## config.mk

```make
export PLATFORM = sky130hd
export DESIGN_NAME = i2c_master_register_transfer
export DESIGN_NICKNAME = d
export VERILOG_FILES = /design/src/hw/rtl/i2cmrt_pkg.sv /design/src/hw/rtl/i2cmrt_wbuf.sv /design/src/hw/rtl/i2c_master_register_transfer.sv
export SDC_FILE = /design/constraint.sdc
export NUM_CORES = 2
export LEC_CHECK = 0
export BUFFER_PORTS_ARGS = -buffer_cell sky130_fd_sc_hd__clkbuf_2
export CAP_MARGIN = 25
export CORE_MARGIN = 1
export CORE_UTILIZATION = 63
export CTS_CLUSTER_SIZE = 14
export DETAILED_ROUTE_END_ITERATION = 10
export GPL_TIMING_DRIVEN = 1
export PLACE_DENSITY = 0.8
export SKIP_CTS_REPAIR_TIMING = 1
export SLEW_MARGIN = 20
export SYNTH_ARGS = -nofsm -noshare
export SYNTH_HDL_FRONTEND = slang
export SYNTH_HIERARCHICAL = 1
export SYNTH_SLANG_ARGS = --single-unit
```

## constraint.sdc

```tcl
create_clock -name clk -period 8.2 [get_ports clk]
set_input_delay 2.05 -clock clk [delete_from_list [all_inputs] [get_ports clk]]
set_output_delay 2.05 -clock clk [all_outputs]
set_load 0.005 [all_outputs]
```

## src/hw/rtl/i2cmrt_pkg.sv

```systemverilog
`timescale 1ns / 1ps
// Shared types and codes for the I2C register transfer master.
package i2cmrt_pkg;

    typedef enum logic [13:0] {
        PH_INIT     = 14'b00000000000001,
        PH_IDLE     = 14'b00000000000010,
        PH_START    = 14'b00000000000100,
        PH_ADDR     = 14'b00000000001000,
        PH_REGH     = 14'b00000000010000,
        PH_REGL     = 14'b00000000100000,
        PH_RESTART  = 14'b00000001000000,
        PH_RADDR    = 14'b00000010000000,
        PH_RDATA    = 14'b00000100000000,
        PH_WDATA    = 14'b00001000000000,
        PH_STOP     = 14'b00010000000000,
        PH_PAUSE    = 14'b00100000000000,
        PH_DONE_OK  = 14'b01000000000000,
        PH_DONE_ERR = 14'b10000000000000
    } phase_t;

    localparam logic [1:0] OP_TICK  = 2'd0;
    localparam logic [1:0] OP_BEGIN = 2'd1;
    localparam logic [1:0] OP_LOAD  = 2'd2;
    localparam logic [1:0] OP_CLEAR = 2'd3;

    localparam logic [1:0] ST_IDLE     = 2'd0;
    localparam logic [1:0] ST_BUSY     = 2'd1;
    localparam logic [1:0] ST_DONE_OK  = 2'd2;
    localparam logic [1:0] ST_DONE_ERR = 2'd3;

    localparam logic CFG_PAUSE   = 1'b0;
    localparam logic CFG_STRETCH = 1'b1;

    localparam logic [15:0] PAUSE_RESET   = 16'd5000;
    localparam logic [15:0] STRETCH_RESET = 16'd200;

    // write port and prefetch read port of the data buffer
    typedef struct packed {
        logic       we;
        logic [7:0] waddr;
        logic [7:0] wdata;
        logic [8:0] raddr;
    } buf_req_t;

endpackage

```

## src/hw/rtl/i2cmrt_wbuf.sv

```systemverilog
`timescale 1ns / 1ps
// Write data buffer: synchronous memory with write-to-read forwarding.
module i2cmrt_wbuf
    import i2cmrt_pkg::*;
#(
    parameter int BUF_DEPTH = 256
)
(
    input  logic       clk,
    input  logic       rst_n,
    input  buf_req_t   req,
    output logic [7:0] rdata
);
    localparam int AW = (BUF_DEPTH > 1) ? $clog2(BUF_DEPTH) : 1;

    logic [7:0] mem [BUF_DEPTH];
    logic [7:0] q_reg;
    logic       w_ok;
    logic       r_ok;
    logic       fwd_hit_reg;
    logic       fwd_hit_next;
    logic [7:0] fwd_data_reg;
    logic       inr_reg;

    assign w_ok = req.we && ({1'b0, req.waddr} < 9'(BUF_DEPTH));
    assign r_ok = req.raddr < 9'(BUF_DEPTH);
    assign fwd_hit_next = w_ok && ({1'b0, req.waddr} == req.raddr);

    always_ff @(posedge clk)
    begin
        if (w_ok)
        begin
            mem[req.waddr[AW-1:0]] <= req.wdata;
        end
        q_reg <= mem[req.raddr[AW-1:0]];
        fwd_data_reg <= req.wdata;
    end

    always_ff @(posedge clk or negedge rst_n)
    begin
        if (!rst_n)
        begin
            fwd_hit_reg <= 1'b0;
            inr_reg     <= 1'b0;
        end
        else
        begin
            fwd_hit_reg <= fwd_hit_next;
            inr_reg     <= r_ok;
        end
    end

    // positions beyond the buffer read as zero
    assign rdata = !inr_reg ? 8'd0 : (fwd_hit_reg ? fwd_data_reg : q_reg);

endmodule

```

## src/hw/rtl/i2c_master_register_transfer.sv

```systemverilog
`timescale 1ns / 1ps
// Top level: I2C master sequencer for register reads and writes.
//
//  channel | signals                          | direction
//  in      | in_valid/in_ready + 10 fields    | request words in
//  out     | out_valid/out_ready + 9 fields   | one status word per request word
//  cfg     | cfg_write, cfg_index, cfg_data   | register writes, no wait
//
// One word a cycle: each word is one sequencer step, registered into the output stage.
// A new word is taken while the output stage is empty or being read the same cycle.
// The data buffer is prefetched through its registered read port at the next send position.
// Reset starts the bus release sequence; the line state comes up released, the output drives are not reset.
module i2c_master_register_transfer
    import i2cmrt_pkg::*;
#(
    parameter int BUF_DEPTH = 256
)
(
    input  logic        clk,
    input  logic        rst_n,
    input  logic        cfg_write,
    input  logic        cfg_index,
    input  logic [15:0] cfg_data,
    input  logic        in_valid,
    output logic        in_ready,
    input  logic [1:0]  opcode,
    input  logic        scl_in,
    input  logic        sda_in,
    input  logic [7:0]  slave_addr,
    input  logic [15:0] reg_addr,
    input  logic        reg_addr_two,
    input  logic [7:0]  byte_count,
    input  logic        is_read,
    input  logic [7:0]  write_index,
    input  logic [7:0]  write_byte,
    output logic        out_valid,
    input  logic        out_ready,
    output logic        scl_drive,
    output logic        sda_drive,
    output logic [1:0]  bus_status,
    output logic        begin_accepted,
    output logic        read_valid,
    output logic [7:0]  read_data,
    output logic [7:0]  read_index,
    output logic [7:0]  error_count,
    output logic        line_power
);
    logic [15:0] pause_reg, stretch_reg;
    phase_t      phase_reg, phase_next;
    logic [2:0]  slot_reg, slot_next;
    logic [3:0]  bit_reg, bit_next;
    logic [7:0]  shift_reg, shift_next;
    logic [7:0]  pos_reg, pos_next;
    logic [7:0]  err_reg, err_next;
    logic [15:0] wait_reg, wait_next;
    logic [7:0]  req_sa_reg, req_sa_next;
    logic [15:0] req_ra_reg, req_ra_next;
    logic        req_two_reg, req_two_next;
    logic [7:0]  req_bc_reg, req_bc_next;
    logic        req_rd_reg, req_rd_next;
    logic        power_reg, power_next;
    logic        scl_reg, scl_next;
    logic        sda_reg, sda_next;

    logic        ov_reg;
    logic        o_scl_reg, o_sda_reg, o_beg_reg, o_rv_reg, o_pw_reg;
    logic [1:0]  o_st_reg;
    logic [7:0]  o_rd_reg, o_ri_reg, o_err_reg;

    logic        acc;
    logic        beg;
    logic        rv;
    logic [7:0]  rdat, ridx;
    logic [1:0]  err_inc;
    logic [8:0]  err_sum;
    logic [15:0] wc_inc;
    logic        s_ready;
    logic        s_err;
    logic        rx;
    logic        ack_lvl;
    logic        byte_done;
    logic [8:0]  pos_inc;
    logic [1:0]  status;
    logic [7:0]  buf_data;
    buf_req_t    breq;

    assign in_ready = !ov_reg || out_ready;
    assign acc      = in_valid && in_ready;
    assign pos_inc  = {1'b0, pos_reg} + 9'd1;
    assign wc_inc   = (wait_reg == 16'hFFFF) ? wait_reg : wait_reg + 16'd1;
    // released SCL counts as high once the stretch limit is reached
    assign s_ready  = scl_in || (wc_inc >= stretch_reg);
    assign s_err    = !scl_in && (wc_inc >= stretch_reg);
    assign rx       = (phase_reg == PH_RDATA);
    assign ack_lvl  = (pos_inc < {1'b0, req_bc_reg}) ? 1'b0 : 1'b1;

    i2cmrt_wbuf #(.BUF_DEPTH(BUF_DEPTH)) u_wbuf
    (
        .clk   (clk),
        .rst_n (rst_n),
        .req   (breq),
        .rdata (buf_data)
    );

    always_comb
    begin
        phase_next   = phase_reg;
        slot_next    = slot_reg;
        bit_next     = bit_reg;
        shift_next   = shift_reg;
        pos_next     = pos_reg;
        wait_next    = wait_reg;
        req_sa_next  = req_sa_reg;
        req_ra_next  = req_ra_reg;
        req_two_next = req_two_reg;
        req_bc_next  = req_bc_reg;
        req_rd_next  = req_rd_reg;
        power_next   = power_reg;
        scl_next     = scl_reg;
        sda_next     = sda_reg;
        err_inc      = 2'd0;
        beg          = 1'b0;
        rv           = 1'b0;
        rdat         = 8'd0;
        ridx         = 8'd0;
        byte_done    = 1'b0;
        breq.we      = 1'b0;
        breq.waddr   = write_index;
        breq.wdata   = write_byte;
        err_next     = err_reg;

        if (acc)
        begin
            case (opcode)
                OP_TICK:
                begin
                    case (phase_reg)
                        PH_INIT, PH_STOP:
                        begin
                            if (slot_reg == 3'd0)
                            begin
                                scl_next  = 1'b0;
                                sda_next  = 1'b0;
                                slot_next = 3'd1;
                            end
                            else if (slot_reg == 3'd1)
                            begin
                                scl_next  = 1'b1;
                                wait_next = 16'd0;
                                slot_next = 3'd2;
                            end
                            else if (slot_reg == 3'd2)
                            begin
                                if (!scl_in)
                                begin
                                    wait_next = wc_inc;
                                end
                                err_inc = {1'b0, s_err};
                                if (s_ready)
                                begin
                                    slot_next = 3'd3;
                                end
                            end
                            else
                            begin
                                sda_next   = 1'b1;
                                slot_next  = 3'd0;
                                wait_next  = 16'd0;
                                phase_next = (phase_reg == PH_INIT) ? PH_IDLE : PH_PAUSE;
                            end
                        end
                        PH_START:
                        begin
                            if (slot_reg == 3'd0)
                            begin
                                power_next = scl_in & sda_in;
                                scl_next   = 1'b1;
                                sda_next   = 1'b1;
                                slot_next  = 3'd1;
                            end
                            else if (slot_reg == 3'd1)
                            begin
                                sda_next  = 1'b0;
                                slot_next = 3'd2;
                            end
                            else
                            begin
                                scl_next   = 1'b0;
                                phase_next = PH_ADDR;
                                shift_next = req_sa_reg;
                                bit_next   = 4'd0;
                                slot_next  = 3'd0;
                            end
                        end
                        PH_RESTART:
                        begin
                            if (slot_reg == 3'd0)
                            begin
                                sda_next  = 1'b1;
                                slot_next = 3'd1;
                            end
                            else if (slot_reg == 3'd1)
                            begin
                                scl_next  = 1'b1;
                                wait_next = 16'd0;
                                slot_next = 3'd2;
                            end
                            else if (slot_reg == 3'd2)
                            begin
                                if (!scl_in)
                                begin
                                    wait_next = wc_inc;
                                end
                                err_inc = {1'b0, s_err};
                                if (s_ready)
                                begin
                                    slot_next = 3'd3;
                                end
                            end
                            else if (slot_reg == 3'd3)
                            begin
                                sda_next  = 1'b0;
                                slot_next = 3'd4;
                            end
                            else
                            begin
                                scl_next   = 1'b0;
                                phase_next = PH_RADDR;
                                shift_next = req_sa_reg | 8'h01;
                                bit_next   = 4'd0;
                                slot_next  = 3'd0;
                            end
                        end
                        PH_ADDR, PH_REGH, PH_REGL, PH_RADDR, PH_WDATA, PH_RDATA:
                        begin
                            case (slot_reg)
                                3'd0:
                                begin
                                    if (!bit_reg[3])
                                    begin
                                        sda_next = rx ? 1'b1 : shift_reg[~bit_reg[2:0]];
                                    end
                                    else
                                    begin
                                        sda_next = rx ? ack_lvl : 1'b1;
                                    end
                                    slot_next = 3'd1;
                                end
                                3'd1:
                                begin
                                    scl_next  = 1'b1;
                                    wait_next = 16'd0;
                                    slot_next = 3'd2;
                                end
                                3'd2:
                                begin
                                    if (!scl_in)
                                    begin
                                        wait_next = wc_inc;
                                    end
                                    if (s_ready)
                                    begin
                                        if (!bit_reg[3])
                                        begin
                                            if (rx)
                                            begin
                                                shift_next = {shift_reg[6:0], sda_in};
                                            end
                                            err_inc = {1'b0, s_err};
                                        end
                                        else
                                        begin
                                            // NACK on a sent byte counts too
                                            err_inc = 2'(s_err) + 2'(!rx && sda_in);
                                        end
                                        slot_next = 3'd3;
                                    end
                                end
                                default:
                                begin
                                    scl_next  = 1'b0;
                                    slot_next = 3'd0;
                                    if (bit_reg >= 4'd8)
                                    begin
                                        bit_next  = 4'd0;
                                        byte_done = 1'b1;
                                    end
                                    else
                                    begin
                                        bit_next = bit_reg + 4'd1;
                                    end
                                end
                            endcase

                            if (byte_done)
                            begin
                                case (phase_reg)
                                    PH_RDATA:
                                    begin
                                        rv       = 1'b1;
                                        rdat     = shift_reg;
                                        ridx     = pos_reg;
                                        pos_next = pos_inc[7:0];
                                        if (pos_inc >= {1'b0, req_bc_reg})
                                        begin
                                            phase_next = PH_STOP;
                                        end
                                        else
                                        begin
                                            shift_next = 8'd0;
                                        end
                                    end
                                    PH_ADDR:
                                    begin
                                        if (req_bc_reg == 8'd0)
                                        begin
                                            phase_next = PH_STOP;
                                        end
                                        else if (req_two_reg)
                                        begin
                                            phase_next = PH_REGH;
                                            shift_next = req_ra_reg[15:8];
                                        end
                                        else
                                        begin
                                            phase_next = PH_REGL;
                                            shift_next = req_ra_reg[7:0];
                                        end
                                    end
                                    PH_REGH:
                                    begin
                                        phase_next = PH_REGL;
                                        shift_next = req_ra_reg[7:0];
                                    end
                                    PH_REGL:
                                    begin
                                        if (req_rd_reg)
                                        begin
                                            phase_next = PH_RESTART;
                                        end
                                        else
                                        begin
                                            phase_next = PH_WDATA;
                                            shift_next = buf_data;
                                        end
                                    end
                                    PH_RADDR:
                                    begin
                                        phase_next = PH_RDATA;
                                        shift_next = 8'd0;
                                    end
                                    default:
                                    begin
                                        pos_next = pos_inc[7:0];
                                        if (pos_inc >= {1'b0, req_bc_reg})
                                        begin
                                            phase_next = PH_STOP;
                                        end
                                        else
                                        begin
                                            shift_next = buf_data;
                                        end
                                    end
                                endcase
                            end
                        end
                        PH_PAUSE:
                        begin
                            power_next = scl_in & sda_in;
                            if (wait_reg >= pause_reg)
                            begin
                                phase_next = (err_reg != 8'd0) ? PH_DONE_ERR : PH_DONE_OK;
                            end
                            else
                            begin
                                wait_next = wait_reg + 16'd1;
                            end
                        end
                        default:
                        begin
                            power_next = scl_in & sda_in;
                        end
                    endcase
                    if (phase_next == PH_INIT)
                    begin
                        power_next = 1'b1;
                    end
                end
                OP_BEGIN:
                begin
                    if (phase_reg == PH_IDLE)
                    begin
                        req_sa_next  = slave_addr;
                        req_ra_next  = reg_addr;
                        req_two_next = reg_addr_two;
                        req_bc_next  = byte_count;
                        req_rd_next  = is_read;
                        pos_next     = 8'd0;
                        bit_next     = 4'd0;
                        slot_next    = 3'd0;
                        phase_next   = PH_START;
                        beg          = 1'b1;
                    end
                end
                OP_LOAD:
                begin
                    breq.we = 1'b1;
                end
                default:
                begin
                    if (phase_reg == PH_DONE_OK || phase_reg == PH_DONE_ERR)
                    begin
                        phase_next = PH_IDLE;
                    end
                end
            endcase
        end

        err_sum = {1'b0, err_reg} + 9'(err_inc);
        if (beg)
        begin
            err_next = 8'd0;
        end
        else if (err_sum[8])
        begin
            err_next = 8'hFF;
        end
        else
        begin
            err_next = err_sum[7:0];
        end

        // prefetch the next position to be sent
        breq.raddr = (phase_next == PH_WDATA) ? ({1'b0, pos_next} + 9'd1) : {1'b0, pos_next};

        case (phase_next)
            PH_IDLE, PH_INIT: status = ST_IDLE;
            PH_DONE_OK:       status = ST_DONE_OK;
            PH_DONE_ERR:      status = ST_DONE_ERR;
            default:          status = ST_BUSY;
        endcase
    end

    always_ff @(posedge clk or negedge rst_n)
    begin
        if (!rst_n)
        begin
            pause_reg   <= PAUSE_RESET;
            stretch_reg <= STRETCH_RESET;
            phase_reg   <= PH_INIT;
            slot_reg    <= 3'd0;
            bit_reg     <= 4'd0;
            shift_reg   <= 8'd0;
            pos_reg     <= 8'd0;
            err_reg     <= 8'd0;
            wait_reg    <= 16'd0;
            req_sa_reg  <= 8'd0;
            req_ra_reg  <= 16'd0;
            req_two_reg <= 1'b0;
            req_bc_reg  <= 8'd0;
            req_rd_reg  <= 1'b0;
            power_reg   <= 1'b1;
            scl_reg     <= 1'b1;
            sda_reg     <= 1'b1;
            ov_reg      <= 1'b0;
        end
        else
        begin
            if (cfg_write)
            begin
                case (cfg_index)
                    CFG_PAUSE: pause_reg   <= cfg_data;
                    default:   stretch_reg <= cfg_data;
                endcase
            end
            phase_reg   <= phase_next;
            slot_reg    <= slot_next;
            bit_reg     <= bit_next;
            shift_reg   <= shift_next;
            pos_reg     <= pos_next;
            err_reg     <= err_next;
            wait_reg    <= wait_next;
            req_sa_reg  <= req_sa_next;
            req_ra_reg  <= req_ra_next;
            req_two_reg <= req_two_next;
            req_bc_reg  <= req_bc_next;
            req_rd_reg  <= req_rd_next;
            power_reg   <= power_next;
            scl_reg     <= scl_next;
            sda_reg     <= sda_next;
            if (acc)
            begin
                ov_reg <= 1'b1;
            end
            else if (out_ready)
            begin
                ov_reg <= 1'b0;
            end
        end
    end

    always_ff @(posedge clk)
    begin
        if (acc)
        begin
            o_scl_reg <= scl_next;
            o_sda_reg <= sda_next;
            o_st_reg  <= status;
            o_beg_reg <= beg;
            o_rv_reg  <= rv;
            o_rd_reg  <= rdat;
            o_ri_reg  <= ridx;
            o_err_reg <= err_next;
            o_pw_reg  <= power_next;
        end
    end

    assign out_valid      = ov_reg;
    assign scl_drive      = o_scl_reg;
    assign sda_drive      = o_sda_reg;
    assign bus_status     = o_st_reg;
    assign begin_accepted = o_beg_reg;
    assign read_valid     = o_rv_reg;
    assign read_data      = o_rd_reg;
    assign read_index     = o_ri_reg;
    assign error_count    = o_err_reg;
    assign line_power     = o_pw_reg;

endmodule

```

==> flow_summary.toml <==
[outcome]
status = "completed"

[final_layout]
multiInputGateArea_um2 = 22800
fin_cells = 7156
final_util_pct = 70.4
regArea_um2 = 66100
fillers = 8206
synthToLayoutAreaGrowth_pct = 10.2
largest_register_ffs = 2048
layout-drive-gt1-share_pct = 20.3
nets = 5202

[grt]
grt_pass1_vias = 50200
grt_pass1_wl_um = 347000
overflow = 0
grt_start_max_net_pins = 182
grt_use_total_pct = 33.1
grt_antenna_before_repair = 8

[worst_setup_path]
cp.required_ps = 8920
rr_worst_depth = 23
critPathLaunch = "pos_reg[0]"
timing.critical_path.to = "u_wbuf/q_reg[4]"
r2r_start = "pos_reg[0]"
regToRegSetupSlack_ps = 130
critPathLaunchType = "register"
path_class = "register to register"
cp_max_fo = 25
crit_path_end_kind = "register"
critPathArrivalTime_ps = 8800
timing.rr.end = "u_wbuf/q_reg[4]"

[job]
cap_violations = 0

[clock_network]
htree_levels = 4
root_buffer = "clkbuf_16"
cts_tree = "yes"
cts.path.max_buffers = 3
cts_made_buffers = 208
cts_sinks = 2228
clk_latency_ps = 870
clkSlewWorstSetupHoldPaths_ps = 60

[floorplanning]
die_w_um = 382
coreArea_um2 = 142000
die_area_um2 = 146000
start_util_pct = 63.8
rows = 138
fp.dieH_um = 382
ios = 109

[power_and_ir_drop]
power_density_nw_per_um2 = 247
swShare_pct = 23.6
ir_drop_uv = 241
power.leakage_nw = 32.9
power.switching_mw = 5.82
totalPowerFinal_mw = 24.7
internal_power_mw = 18.9
p_comb_share_pct = 9.9
pwr-share-clk_pct = 38.7
pwr-share-seq_pct = 51.4

[timing]
worst_pin_slew_ps = 1170
fin_crit_ps = 8070
setup_viol = 0
fmax_mhz = 124
hold_viol_final = 0
rsz0062_at_grt = "no"
min_period_over_period_pct = 98.5
slew_viol_final = 0
finClkSkew_ps = 36.3
fin_ws_ps = 125
max-slew-margin-rel_pct = 22.3

[min_path]
min_from = "stretch_reg[9]"
hp-class = "register to register"

[synth]
synthTopCellsByCount = "2079 x edfxtp_1, 395 x mux4_2, 383 x nor2_1"
synth_area_um2 = 90800
syn_avg_cell_area_um2 = 18.4
synth.distinct_cells = 99
synth_top_area_share_pct = 68.7
yosysTopAreaCell = "edfxtp_1"
synth_flop_cell = "edfxtp_1"
synth_nets = 5056
synthCells = 4931
synthArstFlopShare_pct = 5.97
synth.most_common_cell = "edfxtp_1"
yosys-top-cells-area = "edfxtp_1 69%, mux4_2 9.8%, dfrtp_1 3.3%, mux2i_1 1.7%, mux4_1 1.6%"
ys_warn_count = 6
ys_seq_area_share_pct = 72.8
synth-edff-count = 2079
ys_ff_latch = 2228

[detailed_routing]
final_antenna_net_count = 0
vias_per_cell = 7.16
wl_per_cell_um = 33.5
drc = 0
num_vias = 51200
drt-initial-drc-count = 8342
drt_pass1_iterations = 9
drt-total-wl_um = 240000

[placed_design]
dp_hpwl_um = 142000
routabilityCongestion = 0.940
place_ws_ps = -201
port_buffers = 108
dp.cells = 6749
==> worst min-delay path by stage <==
| stage | slack, ps | to | cells after the start |
|---|---|---|---|
| after global placement | 490 | stretch_reg[9] | 1 |
| after detailed placement | 490 | stretch_reg[9] | 1 |
| final | 500 | stretch_reg[9] | 1 |
| after CTS | 510 | stretch_reg[9] | 1 |
| after global routing | 520 | stretch_reg[9] | 1 |
| after floorplan | 470 | shift_reg[7] | 2 |
==> cell families after synthesis <==
group,count (synthesis),synth area share [%]
AOI/OAI and AO/OA,680,5.10
xor gates and xnor gates,47,0.453
adders and majority gates,50,0.694
buffers and inverters,362,2.33
DFF,2228,72.8
muxes,670,13.9
and+or+nand+nor,894,4.72
==> power by group through the flow <==
stage               clock network (mW)  logic (mW)  registers [mW]
global placement                     0        2.35            12.9
global route                      10.0        2.61            12.7
finish                            9.57        2.46            12.7
detailed placement                   0        2.40            12.9
floorplan                            0        1.87            12.9
CTS                               9.63        2.44            12.7
==> layer usage <==
| metal | GRT usage [%] | routed length, um |
|---|---|---|
| met1 | 44.9 | 83400 |
| met2 | 51.4 | 113000 |
| met3 | 7.57 | 30500 |
| met4 | 15.8 | 12800 |
| met5 | 0 | 70 |
==> final cells by class <==
cell class,count,share of cell area [%]
antenna,8,0.0200
clock buffer,265,5.56
clock inverter,126,1.17
inverter,68,0.255
multi-input combinational,2341,22.8
sequential,2228,66.0
tap,1890,2.36
timing repair buffer,230,1.85
==> critical path: stages, from the launching register on <==
cell and delay (ps):
dfrtp_1 630, ha_1 380, nand3_1 130, xor2_1 310, inv_1 80, ha_1 300, nand4_1 130, o21ai_0 190
o221ai_1 360, nand3_1 350, nand4_1 310, a21o_1 310, a211oi_1 390, and4_1 580, xor2_4 260, buf_12 250
buf_12 260, buf_4 300, mux4_2 550, a22o_1 220, a221oi_1 520, nor3_1 260, nor4_4 690, nor3b_1 130
==> cells in the final DEF, fill, tap and decap left out, drive strengths merged, types with 73 or more instances in the layout <==
cell type,netlist,final
a21oi,129,129
a22oi,93,93
buf,148,123
clkbuf,145,372
clkinv,3,100
dfrtp,121,121
edfxtp,2079,2079
inv,65,73
mux2i,150,150
mux4,452,452
nand2,164,164
nor2,384,384
o21ai,133,133
==> stage by stage <==
stage | TNS [ps] | hold slack (ps) | area, um2
floorplan | 0 | 467 | 90800
global placement | -1560 | 491 | 93200
detailed placement | -217 | 493 | 93300
CTS | 0 | 507 | 100000
global route | 0 | 521 | 100000
finish | 0 | 505 | 100000
No activity file was read; power rests on OpenSTA's default activity.
